**src/rtl/pse_pkg.sv**
```systemverilog
// ---------------------------------------------------------------------------
// pse_pkg: shared types, constants and functions of the stored-deflate PNG
// encoder (byte tables, CRC-32 step, sample and dimension conversion).
// ---------------------------------------------------------------------------
`default_nettype none

package pse_pkg;

   localparam int MAX_DIMENSION = 16384;
   localparam int BLOCK_BYTES   = 65535;
   localparam int MAX_OUT       = 52;
   localparam int BQ_DEPTH      = 256;
   localparam int STEPQ_DEPTH   = 4;
   localparam int PIXQ_DEPTH    = 2;

   localparam int DIM_W   = 15;
   localparam int CNT_W   = 14;
   localparam int RAW_W   = 30;
   localparam int DIVD_W  = RAW_W + 1;
   localparam int BLK_W   = 16;
   localparam int OWED_W  = 9;
   localparam int QUOTA_W = 6;
   localparam int IDX_W   = 6;
   localparam int DCNT_W  = 5;

   localparam logic [15:0] ADLER_MOD = 16'd65521;
   localparam logic [31:0] CRC_POLY  = 32'hedb88320;
   localparam logic [31:0] CRC_INIT  = 32'hffffffff;

   // configuration register indexes
   localparam logic [1:0] CFG_WIDTH  = 2'd0;
   localparam logic [1:0] CFG_HEIGHT = 2'd1;

   // positions inside the 43-byte image preamble
   localparam logic [IDX_W-1:0] HP_CRC_FIRST = 6'd12;
   localparam logic [IDX_W-1:0] HP_WIDTH     = 6'd16;
   localparam logic [IDX_W-1:0] HP_HEIGHT    = 6'd20;
   localparam logic [IDX_W-1:0] HP_CRC_LAST  = 6'd28;
   localparam logic [IDX_W-1:0] HP_IHDR_CRC  = 6'd29;
   localparam logic [IDX_W-1:0] HP_ZLEN      = 6'd33;
   localparam logic [IDX_W-1:0] HP_IDAT      = 6'd37;
   localparam logic [IDX_W-1:0] HP_LAST      = 6'd42;

   // positions inside the 20-byte trailer
   localparam logic [IDX_W-1:0] TP_CRC  = 6'd4;
   localparam logic [IDX_W-1:0] TP_IEND = 6'd8;
   localparam logic [IDX_W-1:0] TP_LAST = 6'd19;

   typedef struct packed {
      logic       valid;
      logic       eof;
      logic [7:0] data;
   } pse_byte_type;

   typedef struct packed {
      logic               valid;
      logic [QUOTA_W-1:0] quota;
   } pse_step_type;

   typedef struct packed {
      logic byte_full;
      logic step_full;
   } pse_status_type;

   typedef struct packed {
      logic [7:0] red;
      logic [7:0] green;
      logic [7:0] blue;
   } pse_pixel_type;

   function automatic logic [31:0] crc_byte(input logic [31:0] c, input logic [7:0] b);
      logic [31:0] r;
      r = c ^ {24'd0, b};
      for (int k = 0; k < 8; k++) begin
         r = (r >> 1) ^ (r[0] ? CRC_POLY : 32'd0);
      end
      return r;
   endfunction

   // fixed bytes of the preamble; variable positions read as zero
   function automatic logic [7:0] head_const(input logic [IDX_W-1:0] idx);
      logic [7:0] r;
      case (idx)
         6'd0:    r = 8'd137;
         6'd1:    r = 8'd80;
         6'd2:    r = 8'd78;
         6'd3:    r = 8'd71;
         6'd4:    r = 8'd13;
         6'd5:    r = 8'd10;
         6'd6:    r = 8'd26;
         6'd7:    r = 8'd10;
         6'd11:   r = 8'd13;
         6'd12:   r = 8'h49;
         6'd13:   r = 8'h48;
         6'd14:   r = 8'h44;
         6'd15:   r = 8'h52;
         6'd24:   r = 8'd8;
         6'd25:   r = 8'd2;
         6'd37:   r = 8'h49;
         6'd38:   r = 8'h44;
         6'd39:   r = 8'h41;
         6'd40:   r = 8'h54;
         6'd41:   r = 8'h78;
         6'd42:   r = 8'h01;
         default: r = 8'd0;
      endcase
      return r;
   endfunction

   function automatic logic [7:0] iend_byte(input logic [3:0] idx);
      logic [7:0] r;
      case (idx)
         4'd4:    r = 8'h49;
         4'd5:    r = 8'h45;
         4'd6:    r = 8'h4e;
         4'd7:    r = 8'h44;
         4'd8:    r = 8'hae;
         4'd9:    r = 8'h42;
         4'd10:   r = 8'h60;
         4'd11:   r = 8'h82;
         default: r = 8'd0;
      endcase
      return r;
   endfunction

   // big-endian byte sel of a word
   function automatic logic [7:0] be_byte(input logic [31:0] x, input logic [1:0] sel);
      logic [7:0] r;
      case (sel)
         2'd0:    r = x[31:24];
         2'd1:    r = x[23:16];
         2'd2:    r = x[15:8];
         default: r = x[7:0];
      endcase
      return r;
   endfunction

   function automatic logic [DIM_W-1:0] clamp_dim(input logic [DIM_W-1:0] d);
      logic [DIM_W-1:0] r;
      if (d == '0) r = DIM_W'(1);
      else if (d > DIM_W'(MAX_DIMENSION)) r = DIM_W'(MAX_DIMENSION);
      else r = d;
      return r;
   endfunction

   // clamp Q16 sample to [0,1] and round v*255 half up
   function automatic logic [7:0] to_byte(input logic [23:0] v);
      logic [24:0] prod;
      logic [7:0]  r;
      prod = ({8'd0, v[16:0]} << 8) - {8'd0, v[16:0]} + 25'd32768;
      if (v[23]) r = 8'd0;
      else if (v > 24'd65536) r = 8'd255;
      else r = prod[23:16];
      return r;
   endfunction

endpackage

`default_nettype wire

```
**src/rtl/pse_ram.sv**
```systemverilog
// ---------------------------------------------------------------------------
// pse_ram: generic single-write, single-read RAM with registered read data.
// ---------------------------------------------------------------------------
`default_nettype none

module pse_ram #(
   parameter int WIDTH = 8,
   parameter int DEPTH = 256
) (
   input  wire logic                     clock,
   input  wire logic                     wr_en,
   input  wire logic [$clog2(DEPTH)-1:0] wr_addr,
   input  wire logic [WIDTH-1:0]         wr_data,
   input  wire logic                     rd_en,
   input  wire logic [$clog2(DEPTH)-1:0] rd_addr,
   output logic      [WIDTH-1:0]         rd_data
);

   logic [WIDTH-1:0] mem [DEPTH];

   always_ff @(posedge clock) begin
      if (wr_en) begin
         mem[wr_addr] <= wr_data;
      end
      if (rd_en) begin
         rd_data <= mem[rd_addr];
      end
   end

endmodule

`default_nettype wire

```
**src/rtl/pse_regq.sv**
```systemverilog
// ---------------------------------------------------------------------------
// pse_regq: small register queue with the head visible at the output.
// ---------------------------------------------------------------------------
`default_nettype none

module pse_regq #(
   parameter int WIDTH = 8,
   parameter int DEPTH = 2
) (
   input  wire logic             clock,
   input  wire logic             reset,
   input  wire logic             push,
   input  wire logic [WIDTH-1:0] push_data,
   input  wire logic             pop,
   output logic                  full,
   output logic                  head_valid,
   output logic      [WIDTH-1:0] head_data
);

   localparam int AW = $clog2(DEPTH);

   logic [WIDTH-1:0] entry_ff [DEPTH];
   logic [AW-1:0]    wr_ptr_ff, wr_ptr_in;
   logic [AW-1:0]    rd_ptr_ff, rd_ptr_in;
   logic [AW:0]      cnt_ff, cnt_in;
   logic             do_push, do_pop;

   assign full       = (cnt_ff == (AW+1)'(DEPTH));
   assign head_valid = (cnt_ff != '0);
   assign head_data  = entry_ff[rd_ptr_ff];
   assign do_push    = push && !full;
   assign do_pop     = pop && head_valid;

   always_comb begin
      wr_ptr_in = do_push ? AW'(wr_ptr_ff + 1'b1) : wr_ptr_ff;
      rd_ptr_in = do_pop  ? AW'(rd_ptr_ff + 1'b1) : rd_ptr_ff;
      cnt_in    = cnt_ff;
      if (do_push && !do_pop) cnt_in = (AW+1)'(cnt_ff + 1'b1);
      else if (do_pop && !do_push) cnt_in = (AW+1)'(cnt_ff - 1'b1);
   end

   always_ff @(posedge clock) begin
      if (reset) begin
         wr_ptr_ff <= '0;
         rd_ptr_ff <= '0;
         cnt_ff    <= '0;
      end else begin
         wr_ptr_ff <= wr_ptr_in;
         rd_ptr_ff <= rd_ptr_in;
         cnt_ff    <= cnt_in;
      end
   end

   always_ff @(posedge clock) begin
      if (do_push) begin
         entry_ff[wr_ptr_ff] <= push_data;
      end
   end

endmodule

`default_nettype wire

```
**src/rtl/pse_front.sv**
```systemverilog
// ---------------------------------------------------------------------------
// pse_front: accepts pixels, converts each sample to a byte and queues them.
// ---------------------------------------------------------------------------
`default_nettype none

module pse_front
   import pse_pkg::*;
(
   input  wire logic          clock,
   input  wire logic          reset,
   input  wire logic          req_valid,
   output logic               req_stall,
   input  wire logic [23:0]   req_red,
   input  wire logic [23:0]   req_green,
   input  wire logic [23:0]   req_blue,
   output logic               px_valid,
   output pse_pixel_type      px_data,
   input  wire logic          px_pop
);

   pse_pixel_type conv;
   logic          q_full;

   always_comb begin
      conv.red   = to_byte(req_red);
      conv.green = to_byte(req_green);
      conv.blue  = to_byte(req_blue);
   end

   assign req_stall = q_full;

   pse_regq #(
      .WIDTH ($bits(pse_pixel_type)),
      .DEPTH (PIXQ_DEPTH)
   ) u_pixq (
      .clock      (clock),
      .reset      (reset),
      .push       (req_valid),
      .push_data  (conv),
      .pop        (px_pop),
      .full       (q_full),
      .head_valid (px_valid),
      .head_data  (px_data)
   );

endmodule

`default_nettype wire

```
**src/rtl/pse_gen.sv**
```systemverilog
// ---------------------------------------------------------------------------
// pse_gen: byte sequencer. Builds the PNG stream one byte a cycle when not
// stalled, keeps CRC-32, Adler-32 and block framing, closes each pixel's run.
// ---------------------------------------------------------------------------
`default_nettype none

module pse_gen
   import pse_pkg::*;
(
   input  wire logic             clock,
   input  wire logic             reset,
   input  wire logic [DIM_W-1:0] cfg_width,
   input  wire logic [DIM_W-1:0] cfg_height,
   input  wire logic             px_valid,
   input  pse_pixel_type         px_data,
   output logic                  px_pop,
   output pse_byte_type          byte_push,
   output pse_step_type          step_push,
   input  pse_status_type        status
);

   typedef enum logic [3:0] {
      S_IDLE = 4'b0001,
      S_HEAD = 4'b0010,
      S_RAW  = 4'b0100,
      S_TAIL = 4'b1000
   } state_type;

   typedef enum logic [3:0] {
      D_IDLE = 4'b0001,
      D_MUL  = 4'b0010,
      D_LOAD = 4'b0100,
      D_SUM  = 4'b1000
   } div_state_type;

   state_type          state_ff, state_in;
   div_state_type      dv_ff, dv_in;
   logic [IDX_W-1:0]   idx_ff, idx_in;
   logic [2:0]         hdr_ff, hdr_in;
   logic [31:0]        crc_ff, crc_in;
   logic [15:0]        alo_ff, alo_in;
   logic [15:0]        ahi_ff, ahi_in;
   logic [CNT_W-1:0]   col_ff, col_in;
   logic [CNT_W-1:0]   row_ff, row_in;
   logic [RAW_W-1:0]   left_ff, left_in;
   logic [BLK_W-1:0]   blk_ff, blk_in;
   logic               started_ff, started_in;
   logic [OWED_W-1:0]  owed_ff, owed_in;
   logic [DIM_W-1:0]   lat_w_ff, lat_w_in;
   logic [DIM_W-1:0]   lat_h_ff, lat_h_in;
   logic [RAW_W-1:0]   raw_ff, raw_in;
   logic [DIVD_W-1:0]  dq_ff, dq_in;
   logic [31:0]        zlen_ff, zlen_in;
   logic               zlen_ok_ff, zlen_ok_in;

   logic               adv, push_b, end_step, crc_upd, crc_one;
   logic [7:0]         b_out, raw_b;
   logic               eof_b;
   logic [OWED_W-1:0]  total;
   logic [QUOTA_W-1:0] quota;
   logic [BLK_W-1:0]   n_blk;
   logic               fin_blk;
   logic [16:0]        lo_sum, hi_sum;
   logic [15:0]        lo_new, hi_new;
   logic [DIM_W-1:0]   col_nx, row_nx;
   logic [15:0]        three_w;
   logic [DIVD_W-1:0]  divx, dsum;
   logic [32:0]        zsum;
   logic [31:0]        crc_base;

   assign adv = !status.byte_full && !status.step_full;

   always_comb begin
      n_blk   = (left_ff < RAW_W'(BLOCK_BYTES)) ? left_ff[BLK_W-1:0] : BLK_W'(BLOCK_BYTES);
      fin_blk = (left_ff <= RAW_W'(BLOCK_BYTES));
      case (idx_ff[1:0])
         2'd0:    raw_b = 8'd0;
         2'd1:    raw_b = px_data.red;
         2'd2:    raw_b = px_data.green;
         default: raw_b = px_data.blue;
      endcase
      lo_sum  = {1'b0, alo_ff} + {9'd0, raw_b};
      lo_new  = (lo_sum >= {1'b0, ADLER_MOD}) ? 16'(lo_sum - {1'b0, ADLER_MOD}) : lo_sum[15:0];
      hi_sum  = {1'b0, ahi_ff} + {1'b0, lo_new};
      hi_new  = (hi_sum >= {1'b0, ADLER_MOD}) ? 16'(hi_sum - {1'b0, ADLER_MOD}) : hi_sum[15:0];
      col_nx  = DIM_W'({1'b0, col_ff} + 1'b1);
      row_nx  = DIM_W'({1'b0, row_ff} + 1'b1);
      three_w = 16'({lat_w_ff, 1'b0} + {1'b0, lat_w_ff} + 16'd1);
      // x / 65535 == (x + (x >> 16) + 1) >> 16 for x below 2^32
      divx    = DIVD_W'({1'b0, raw_ff} + DIVD_W'(BLOCK_BYTES - 1));
      dsum    = DIVD_W'(divx + {16'd0, divx[DIVD_W-1:16]} + DIVD_W'(1));
      zsum    = 33'd6 + {3'd0, raw_ff} + {dq_ff, 2'b00} + {2'd0, dq_ff};
   end

   always_comb begin
      state_in   = state_ff;
      dv_in      = dv_ff;
      idx_in     = idx_ff;
      hdr_in     = hdr_ff;
      alo_in     = alo_ff;
      ahi_in     = ahi_ff;
      col_in     = col_ff;
      row_in     = row_ff;
      left_in    = left_ff;
      blk_in     = blk_ff;
      started_in = started_ff;
      lat_w_in   = lat_w_ff;
      lat_h_in   = lat_h_ff;
      raw_in     = raw_ff;
      dq_in      = dq_ff;
      zlen_in    = zlen_ff;
      zlen_ok_in = zlen_ok_ff;
      push_b     = 1'b0;
      end_step   = 1'b0;
      crc_upd    = 1'b0;
      crc_one    = 1'b0;
      b_out      = 8'd0;
      eof_b      = 1'b0;
      px_pop     = 1'b0;

      // IDAT length: raw = (3w+1)h, blocks = ceil(raw / BLOCK_BYTES)
      case (dv_ff)
         D_MUL: begin
            raw_in = {14'd0, three_w} * {15'd0, lat_h_ff};
            dv_in  = D_LOAD;
         end
         D_LOAD: begin
            dq_in = {16'd0, dsum[DIVD_W-1:16]};
            dv_in = D_SUM;
         end
         D_SUM: begin
            zlen_in    = zsum[31:0];
            zlen_ok_in = 1'b1;
            dv_in      = D_IDLE;
         end
         default: ;
      endcase

      case (state_ff)
         S_IDLE: begin
            if (px_valid && adv) begin
               if (started_ff) begin
                  state_in = S_RAW;
                  idx_in   = (col_ff == '0) ? IDX_W'(0) : IDX_W'(1);
               end else if (owed_ff == '0) begin
                  lat_w_in   = clamp_dim(cfg_width);
                  lat_h_in   = clamp_dim(cfg_height);
                  zlen_ok_in = 1'b0;
                  dv_in      = D_MUL;
                  state_in   = S_HEAD;
                  idx_in     = '0;
               end else begin
                  // backlog still draining: drop the pixel, release a run
                  end_step = 1'b1;
                  px_pop   = 1'b1;
               end
            end
         end
         S_HEAD: begin
            if (adv && !(idx_ff == HP_ZLEN && !zlen_ok_ff)) begin
               push_b = 1'b1;
               if (idx_ff >= HP_WIDTH && idx_ff < HP_HEIGHT)
                  b_out = be_byte({17'd0, lat_w_ff}, idx_ff[1:0]);
               else if (idx_ff >= HP_HEIGHT && idx_ff < HP_CRC_FIRST + 6'd12)
                  b_out = be_byte({17'd0, lat_h_ff}, idx_ff[1:0]);
               else if (idx_ff >= HP_IHDR_CRC && idx_ff < HP_ZLEN)
                  b_out = be_byte(~crc_ff, 2'(idx_ff - HP_IHDR_CRC));
               else if (idx_ff >= HP_ZLEN && idx_ff < HP_IDAT)
                  b_out = be_byte(zlen_ff, 2'(idx_ff - HP_ZLEN));
               else
                  b_out = head_const(idx_ff);
               crc_upd = (idx_ff >= HP_CRC_FIRST && idx_ff <= HP_CRC_LAST) ||
                         (idx_ff >= HP_IDAT);
               crc_one = (idx_ff == HP_CRC_FIRST) || (idx_ff == HP_IDAT);
               if (idx_ff == HP_LAST) begin
                  alo_in     = 16'd1;
                  ahi_in     = 16'd0;
                  col_in     = '0;
                  row_in     = '0;
                  blk_in     = '0;
                  hdr_in     = '0;
                  left_in    = raw_ff;
                  started_in = 1'b1;
                  state_in   = S_RAW;
                  idx_in     = '0;
               end else begin
                  idx_in = IDX_W'(idx_ff + 1'b1);
               end
            end
         end
         S_RAW: begin
            if (adv) begin
               push_b  = 1'b1;
               crc_upd = 1'b1;
               if (blk_ff == '0) begin
                  // stored block header: final flag, LEN, NLEN
                  case (hdr_ff)
                     3'd0:    b_out = {7'd0, fin_blk};
                     3'd1:    b_out = n_blk[7:0];
                     3'd2:    b_out = n_blk[15:8];
                     3'd3:    b_out = ~n_blk[7:0];
                     default: b_out = ~n_blk[15:8];
                  endcase
                  if (hdr_ff == 3'd4) begin
                     hdr_in = '0;
                     blk_in = n_blk;
                  end else begin
                     hdr_in = 3'(hdr_ff + 1'b1);
                  end
               end else begin
                  b_out   = raw_b;
                  alo_in  = lo_new;
                  ahi_in  = hi_new;
                  blk_in  = BLK_W'(blk_ff - 1'b1);
                  left_in = RAW_W'(left_ff - 1'b1);
                  if (idx_ff[1:0] == 2'd3) begin
                     if (col_nx >= lat_w_ff) begin
                        col_in = '0;
                        row_in = row_nx[CNT_W-1:0];
                        if (row_nx >= lat_h_ff) begin
                           state_in = S_TAIL;
                           idx_in   = '0;
                        end else begin
                           end_step = 1'b1;
                           px_pop   = 1'b1;
                           state_in = S_IDLE;
                        end
                     end else begin
                        col_in   = col_nx[CNT_W-1:0];
                        end_step = 1'b1;
                        px_pop   = 1'b1;
                        state_in = S_IDLE;
                     end
                  end else begin
                     idx_in = IDX_W'(idx_ff + 1'b1);
                  end
               end
            end
         end
         S_TAIL: begin
            if (adv) begin
               push_b = 1'b1;
               if (idx_ff < TP_CRC) begin
                  b_out   = be_byte({ahi_ff, alo_ff}, idx_ff[1:0]);
                  crc_upd = 1'b1;
               end else if (idx_ff < TP_IEND) begin
                  b_out = be_byte(~crc_ff, idx_ff[1:0]);
               end else begin
                  b_out = iend_byte(4'(idx_ff - TP_IEND));
               end
               if (idx_ff == TP_LAST) begin
                  eof_b      = 1'b1;
                  started_in = 1'b0;
                  end_step   = 1'b1;
                  px_pop     = 1'b1;
                  state_in   = S_IDLE;
               end else begin
                  idx_in = IDX_W'(idx_ff + 1'b1);
               end
            end
         end
         default: state_in = S_IDLE;
      endcase

      crc_base = crc_one ? CRC_INIT : crc_ff;
      crc_in   = crc_upd ? crc_byte(crc_base, b_out) : crc_ff;

      // bytes owed to the output, cut into runs of at most MAX_OUT
      total   = OWED_W'(owed_ff + {{(OWED_W-1){1'b0}}, push_b});
      quota   = (total > OWED_W'(MAX_OUT)) ? QUOTA_W'(MAX_OUT) : total[QUOTA_W-1:0];
      owed_in = end_step ? OWED_W'(total - {{(OWED_W-QUOTA_W){1'b0}}, quota}) : total;
   end

   always_comb begin
      byte_push.valid = push_b;
      byte_push.eof   = eof_b;
      byte_push.data  = b_out;
      step_push.valid = end_step;
      step_push.quota = quota;
   end

   always_ff @(posedge clock) begin
      if (reset) begin
         state_ff   <= S_IDLE;
         dv_ff      <= D_IDLE;
         idx_ff     <= '0;
         hdr_ff     <= '0;
         crc_ff     <= CRC_INIT;
         alo_ff     <= 16'd1;
         ahi_ff     <= 16'd0;
         col_ff     <= '0;
         row_ff     <= '0;
         left_ff    <= '0;
         blk_ff     <= '0;
         started_ff <= 1'b0;
         owed_ff    <= '0;
         zlen_ok_ff <= 1'b0;
      end else begin
         state_ff   <= state_in;
         dv_ff      <= dv_in;
         idx_ff     <= idx_in;
         hdr_ff     <= hdr_in;
         crc_ff     <= crc_in;
         alo_ff     <= alo_in;
         ahi_ff     <= ahi_in;
         col_ff     <= col_in;
         row_ff     <= row_in;
         left_ff    <= left_in;
         blk_ff     <= blk_in;
         started_ff <= started_in;
         owed_ff    <= owed_in;
         zlen_ok_ff <= zlen_ok_in;
      end
   end

   always_ff @(posedge clock) begin
      lat_w_ff <= lat_w_in;
      lat_h_ff <= lat_h_in;
      raw_ff   <= raw_in;
      dq_ff    <= dq_in;
      zlen_ff  <= zlen_in;
   end

endmodule

`default_nettype wire

```
**src/rtl/pse_emit.sv**
```systemverilog
// ---------------------------------------------------------------------------
// pse_emit: byte backlog and run queue; drives the result register and marks
// the last byte of each run.
// ---------------------------------------------------------------------------
`default_nettype none

module pse_emit
   import pse_pkg::*;
(
   input  wire logic     clock,
   input  wire logic     reset,
   input  pse_byte_type  byte_push,
   input  pse_step_type  step_push,
   output pse_status_type status,
   output logic          rsp_valid,
   input  wire logic     rsp_stall,
   output logic [7:0]    rsp_out_byte,
   output logic          rsp_last_of_run,
   output logic          rsp_end_of_file
);

   localparam int BAW = $clog2(BQ_DEPTH);

   logic [BAW-1:0]     wr_ptr_ff, wr_ptr_in;
   logic [BAW-1:0]     rd_ptr_ff, rd_ptr_in;
   logic [BAW:0]       stored_ff, stored_in;
   logic               dout_valid_ff, dout_valid_in;
   logic [8:0]         dout;
   logic               rd_en, wr_en;

   logic               q_valid, q_full, q_pop;
   logic [QUOTA_W-1:0] q_data;
   logic [QUOTA_W-1:0] rem_ff, rem_in, cur_rem;
   logic               fire;

   logic               rsp_valid_ff, rsp_valid_in;
   logic [7:0]         byte_ff;
   logic               last_ff, eof_ff;

   assign wr_en = byte_push.valid && (stored_ff != (BAW+1)'(BQ_DEPTH));

   always_comb begin
      cur_rem = (rem_ff != '0) ? rem_ff : (q_valid ? q_data : '0);
      q_pop   = (rem_ff == '0) && q_valid;
      fire    = (cur_rem != '0) && dout_valid_ff && (!rsp_valid_ff || !rsp_stall);
      rem_in  = fire ? QUOTA_W'(cur_rem - 1'b1) : cur_rem;

      rd_en         = (stored_ff != '0) && (!dout_valid_ff || fire);
      dout_valid_in = rd_en ? 1'b1 : (fire ? 1'b0 : dout_valid_ff);
      wr_ptr_in     = wr_en ? BAW'(wr_ptr_ff + 1'b1) : wr_ptr_ff;
      rd_ptr_in     = rd_en ? BAW'(rd_ptr_ff + 1'b1) : rd_ptr_ff;
      stored_in     = stored_ff;
      if (wr_en && !rd_en) stored_in = (BAW+1)'(stored_ff + 1'b1);
      else if (rd_en && !wr_en) stored_in = (BAW+1)'(stored_ff - 1'b1);

      rsp_valid_in = fire ? 1'b1 : (rsp_stall ? rsp_valid_ff : 1'b0);

      status.byte_full = (stored_ff == (BAW+1)'(BQ_DEPTH));
      status.step_full = q_full;
   end

   pse_ram #(
      .WIDTH (9),
      .DEPTH (BQ_DEPTH)
   ) u_backlog (
      .clock   (clock),
      .wr_en   (wr_en),
      .wr_addr (wr_ptr_ff),
      .wr_data ({byte_push.eof, byte_push.data}),
      .rd_en   (rd_en),
      .rd_addr (rd_ptr_ff),
      .rd_data (dout)
   );

   pse_regq #(
      .WIDTH (QUOTA_W),
      .DEPTH (STEPQ_DEPTH)
   ) u_runq (
      .clock      (clock),
      .reset      (reset),
      .push       (step_push.valid),
      .push_data  (step_push.quota),
      .pop        (q_pop),
      .full       (q_full),
      .head_valid (q_valid),
      .head_data  (q_data)
   );

   always_ff @(posedge clock) begin
      if (reset) begin
         wr_ptr_ff     <= '0;
         rd_ptr_ff     <= '0;
         stored_ff     <= '0;
         dout_valid_ff <= 1'b0;
         rem_ff        <= '0;
         rsp_valid_ff  <= 1'b0;
      end else begin
         wr_ptr_ff     <= wr_ptr_in;
         rd_ptr_ff     <= rd_ptr_in;
         stored_ff     <= stored_in;
         dout_valid_ff <= dout_valid_in;
         rem_ff        <= rem_in;
         rsp_valid_ff  <= rsp_valid_in;
      end
   end

   always_ff @(posedge clock) begin
      if (fire) begin
         byte_ff <= dout[7:0];
         eof_ff  <= dout[8];
         last_ff <= (cur_rem == QUOTA_W'(1));
      end
   end

   assign rsp_valid       = rsp_valid_ff;
   assign rsp_out_byte    = byte_ff;
   assign rsp_last_of_run = last_ff;
   assign rsp_end_of_file = eof_ff;

endmodule

`default_nettype wire

```
**src/rtl/png_stored_deflate_encoder.sv**
```systemverilog
// ---------------------------------------------------------------------------
// png_stored_deflate_encoder: RGB pixels in, 8-bit truecolor PNG bytes out,
// image data wrapped in zlib stored blocks.
// ---------------------------------------------------------------------------
//  channel | ports                                  | transfer when
//  --------+----------------------------------------+---------------------------
//  pixel   | req_valid req_stall req_red/green/blue | req_valid & !req_stall
//  byte    | rsp_valid rsp_stall rsp_out_byte ...   | rsp_valid & !rsp_stall
//  config  | csr_valid csr_ready csr_index csr_data | csr_valid & csr_ready
//
// Inside a row a pixel is taken, then its three bytes leave the sequencer one
// a cycle unless it is stalled, after a filter byte at the start of a row; a
// block header adds 5 bytes, the first pixel of an image the 43-byte preamble,
// the last the 20-byte trailer. Output runs one byte a cycle unless stalled.
// Synchronous reset clears all control state. A stalled output stalls the
// sequencer once four runs wait or the 256-byte backlog fills, then req_stall.
`default_nettype none

module png_stored_deflate_encoder
   import pse_pkg::*;
(
   input  wire logic        clock,
   input  wire logic        reset,
   input  wire logic        req_valid,
   output logic             req_stall,
   input  wire logic [23:0] req_red,
   input  wire logic [23:0] req_green,
   input  wire logic [23:0] req_blue,
   output logic             rsp_valid,
   input  wire logic        rsp_stall,
   output logic [7:0]       rsp_out_byte,
   output logic             rsp_last_of_run,
   output logic             rsp_end_of_file,
   input  wire logic        csr_valid,
   output logic             csr_ready,
   input  wire logic [1:0]  csr_index,
   input  wire logic [14:0] csr_data
);

   logic [DIM_W-1:0] width_ff, height_ff;
   logic             px_valid, px_pop;
   pse_pixel_type    px_data;
   pse_byte_type     byte_push;
   pse_step_type     step_push;
   pse_status_type   status;

   assign csr_ready = 1'b1;

   always_ff @(posedge clock) begin
      if (reset) begin
         width_ff  <= DIM_W'(1);
         height_ff <= DIM_W'(1);
      end else if (csr_valid) begin
         if (csr_index == CFG_WIDTH) width_ff <= csr_data;
         if (csr_index == CFG_HEIGHT) height_ff <= csr_data;
      end
   end

   pse_front u_front (
      .clock     (clock),
      .reset     (reset),
      .req_valid (req_valid),
      .req_stall (req_stall),
      .req_red   (req_red),
      .req_green (req_green),
      .req_blue  (req_blue),
      .px_valid  (px_valid),
      .px_data   (px_data),
      .px_pop    (px_pop)
   );

   pse_gen u_gen (
      .clock      (clock),
      .reset      (reset),
      .cfg_width  (width_ff),
      .cfg_height (height_ff),
      .px_valid   (px_valid),
      .px_data    (px_data),
      .px_pop     (px_pop),
      .byte_push  (byte_push),
      .step_push  (step_push),
      .status     (status)
   );

   pse_emit u_emit (
      .clock           (clock),
      .reset           (reset),
      .byte_push       (byte_push),
      .step_push       (step_push),
      .status          (status),
      .rsp_valid       (rsp_valid),
      .rsp_stall       (rsp_stall),
      .rsp_out_byte    (rsp_out_byte),
      .rsp_last_of_run (rsp_last_of_run),
      .rsp_end_of_file (rsp_end_of_file)
   );

endmodule

`default_nettype wire

```
**config.mk**
```make
export PLATFORM = sky130hd
export DESIGN_NAME = png_stored_deflate_encoder
export DESIGN_NICKNAME = d
export VERILOG_FILES = /design/src/rtl/pse_pkg.sv /design/src/rtl/pse_ram.sv /design/src/rtl/pse_regq.sv /design/src/rtl/pse_front.sv /design/src/rtl/pse_gen.sv /design/src/rtl/pse_emit.sv /design/src/rtl/png_stored_deflate_encoder.sv
export SDC_FILE = /design/constraint.sdc
export NUM_CORES = 2
export LEC_CHECK = 0
export BUFFER_PORTS_ARGS = -buffer_cell sky130_fd_sc_hd__buf_4
export CAP_MARGIN = 20
export CORE_AREA = 4 4 659 661
export CTS_BUF_LIST = sky130_fd_sc_hd__clkbuf_4
export CTS_CLUSTER_DIAMETER = 120
export DETAILED_ROUTE_END_ITERATION = 8
export DIE_AREA = 0 0 663 665
export GPL_ROUTABILITY_DRIVEN = 0
export PLACE_DENSITY_LB_ADDON = 0.15
export SYNTH_ARGS = -nofsm -noshare
export SYNTH_HDL_FRONTEND = slang
export SYNTH_HIERARCHICAL = 1
export SYNTH_SLANG_ARGS = --single-unit
```
**constraint.sdc**
```tcl
create_clock -name clock -period 9.2 [get_ports clock]
set_input_delay 0.92 -clock clock [delete_from_list [all_inputs] [get_ports clock]]
set_output_delay 0.92 -clock clock [all_outputs]
set_load 0.01 [all_outputs]
```
==> reports/qor.csv <==
metric,value,unit
share of final-layout standard cells stronger than drive strength 1,21.7,%
Die W,663,µm
"EDFF count, synth",2501,
Die Ht,665,µm
Setup WS pre-CTS,295,ps
WP data arrival,9790,ps
delay contributed by the slowest stage of the critical path,610,ps
Die ar.,441000,µm²
launching instance or port of the critical path,u_gen/lat_w_ff[1],
ratio of routed vias to standard cells,5.07,
library cells used by synthesis,124,
wire length reported by the detailed router,385,mm
clock net sink count,2752,
worst setup path end,u_gen/raw_ff[28],
count of input and output buffers,105,
initial DRC count,6336,
pin count of the biggest net entering global routing,197,
Register-to-Register Path Depth,32,
dominant register cell in the synthesized netlist,sky130_fd_sc_hd__edfxtp_1,
Min-Delay Path Class,in2reg,
Slew HR,22.1,%
final cycle utilization of the critical path,93.9,%
number of global-route vias before repair,80541,
DR pass1 iterations,8,
wire length of the first global-routing pass,562,mm
Worst-Margin Slew,1170,ps
worst-path cell with the longest stage delay,sky130_fd_sc_hd__fa_1,
average wire length per cell after detail routing,24.8,µm
flop2flop setup slack,560,ps
"Area growth, synth to finish",13.8,%
Worst Hold Margin,297,ps
Netlist Area Pre-Place,128000,µm²
TritonCTS clock tree,yes,
Crit Reg-Reg Startpoint,u_gen/lat_w_ff[1],
maximum clock path buffer count,4,
DRC violations left,0,
warning count from the yosys run,6,
Cell Rows,241,
"Worst Path Class, Setup",reg2reg,
via count,78706,
initial antenna violation count,15,
net count of the finished layout,9894,
count of endpoints failing hold in the final timing report,0,
effective utilization at floorplan,29.8,%
kind of launch point of the worst setup path,register,
number of CTS-inserted buffers,725,
final setup skew,210,ps
crit end category,register,
I/O pin count,107,
Filler Cells Inserted,41859,
data required time at the worst endpoint,10350,ps
maximum level of the CTS H-tree,6,
async set-or-reset flop fraction in the synthesized netlist,0,%
root buffer cell,sky130_fd_sc_hd__clkbuf_4,
total half-perimeter wirelength after legalization and detailed placement,248,mm
count of max-cap constraint violations,0,
reg-to-reg critical path endpoint,u_gen/raw_ff[28],
Global Route Usage Sum,17.1,%
most repeated library cell on the critical path,sky130_fd_sc_hd__fa_1,
syn avg cell area,14.9,µm²
clock-pin slew on the worst setup and hold paths,60,ps
post-detailed-route count of antenna-violating nets,0,
worst setup slack after layout,559,ps
crit path time final,8640,ps
setup-violating endpoint count in the final report,0,
Post-Syn Nets,9238,
"FF+latch count, synth",2752,
area of the placeable core,429000,µm²
Highest Clock Rate,0.116,GHz
share of synthesized area occupied by flip-flops and latches,62.6,%
grt ovf,0,
peak fanout along the critical path,12,
max-slew violation total from the final report,0,
insertion delay of the later-clocked pin in the worst-skew pair,1600,ps
outcome,"complete, no violations",
synthesized netlist cell count,8601,
==> critical path, delay by kind of cell, from the launching register on <==
family	cells	cell delay (ps)
simple gates	4	630
flops	1	440
compound gates	15	2780
buf+inv	3	420
xor+xnor	2	290
fa+ha+maj	8	3840
==> flip-flops by register name (all words and copies together), names as in the netlist, 16 cells and up, named ones only <==
name and cells:
u_emit/u_runq/entry_ff 24, u_gen/crc_ff 32, u_front/u_pixq/entry_ff 48, u_gen/blk_ff 16, u_gen/zlen_ff 31, u_emit/u_backlog/mem 2304, u_gen/ahi_ff 16, u_gen/raw_ff 30
u_gen/alo_ff 16, u_gen/left_ff 30
==> cells in the final DEF (no fill, tap or decap), drive strengths merged, types with 30 or more instances in the layout <==
master,count
nor3,112
nor2,692
a211oi,57
o21ai,260
mux4,482
nor4,75
nor2b,97
clkinv,180
o22ai,94
nand3,110
ha,345
o31ai,30
a22oi,210
inv,380
a21oi,341
mux2i,255
a21o,43
o221ai,37
dlygate4sd3,64
a31oi,35
dfxtp,251
edfxtp,2501
nand4,51
nand2b,80
xnor2,153
nand2,457
clkbuf,1059
or3,39
and3,55
xor2,139
fa,198
mux2,54
and2,124
buf,318
==> timing repair <==
action                                  in CTS  in global routing
resized for setup                            0                 13
buffers inserted                             0                  2
hold endpoints to repair                   117                  0
hold buffers                                64                  0
endpoints found under the setup margin       0                 10
==> Yosys cell counts (96+ instances only) <==
master,instances,share of area (%)
sky130_fd_sc_hd__nor2b_1,96,0.47
sky130_fd_sc_hd__clkbuf_1,275,0.81
sky130_fd_sc_hd__o21ai_0,238,0.93
sky130_fd_sc_hd__xnor2_1,143,0.98
sky130_fd_sc_hd__nor2_1,689,2.0
sky130_fd_sc_hd__dfxtp_1,251,3.9
sky130_fd_sc_hd__nand2_1,457,1.3
sky130_fd_sc_hd__edfxtp_1,2501,59
sky130_fd_sc_hd__nor3_1,109,0.43
sky130_fd_sc_hd__and2_1,124,0.61
sky130_fd_sc_hd__mux4_2,473,8.3
sky130_fd_sc_hd__ha_1,345,3.4
sky130_fd_sc_hd__a21oi_1,339,1.3
sky130_fd_sc_hd__inv_1,359,1.1
sky130_fd_sc_hd__xor2_1,135,0.92
sky130_fd_sc_hd__fa_1,198,3.1
sky130_fd_sc_hd__a22oi_1,210,1.2
sky130_fd_sc_hd__mux2i_1,255,2.0
sky130_fd_sc_hd__nand3_1,108,0.42
==> cell type report <==
cell class / count / area, µm² / share of cell area [%]
flip-flops and latches: 2752 / 80100 / 55.0
repair buffers: 384 / 3270 / 2.25
multi-input cells: 5030 / 44400 / 30.5
well taps: 5710 / 7140 / 4.91
clock inverters: 219 / 1340 / 0.917
diodes: 9 / 22.5 / 0.0155
inverters: 364 / 1390 / 0.954
clock buffers: 1057 / 7940 / 5.45
==> per-stage QoR <==
step | setup TNS [ps] | instance area, µm² | utilization (%) | std cells
final | 0 | 146000 | 33.9 | 15525
after global placement | 0 | 135000 | 31.5 | 14138
after floorplan | 0 | 128000 | - | 8601
after detailed placement | 0 | 135000 | 31.6 | 14153
after global routing | -37.8 | 146000 | 33.9 | 15521
after CTS | 0 | 145000 | 33.9 | 15493
==> per-layer routing <==
metal / global-route usage, % / vias to the layer above / part of all wire (%) / routed length [µm]
li1: - / 34913 / - / -
met1: 23.9 / 40788 / 45 / 175000
met3: 2.73 / 565 / 5.4 / 21000
met5: 0 / - / 0.0034 / 13
met2: 27.3 / 2438 / 47 / 179000
met4: 4.81 / 2 / 2.6 / 9930
==> cell families (layout without fill, tap and decap cells) <==
logic type               after synthesis  in the layout  share of synthesized area, %
XOR/XNOR                             292            292                          2.14
other                                  2             11                       0.00587
buffers and inverters                819           2024                          2.91
AND/OR/NAND/NOR                     2011           2011                          7.65
adder cells (fa/ha/maj)              543            543                          6.47
flip-flops                          2752           2752                          62.6
AO/OA/AOI/OAI                       1391           1391                          7.23
multiplexers                         791            791                          11.0
==> worst min path at each step <==
stage	slack (ps)	end	cells after the start	start
floorplan	400	u_emit/rsp_end_of_file	0	u_emit/u_backlog/rd_data[8]
global placement	410	u_emit/rsp_out_byte[5]	0	u_emit/u_backlog/rd_data[5]
detailed placement	410	u_emit/rsp_out_byte[5]	0	u_emit/u_backlog/rd_data[5]
CTS	8	u_front/u_pixq/entry_ff[0][4]	6	req_blue[10]
global route	90	u_front/u_pixq/entry_ff[0][4]	6	req_blue[10]
finish	300	u_front/u_pixq/entry_ff[0][4]	6	req_blue[10]
Power is not shown: default switching activity piles up to over one toggle a cycle in this logic, so the estimate is an artifact.
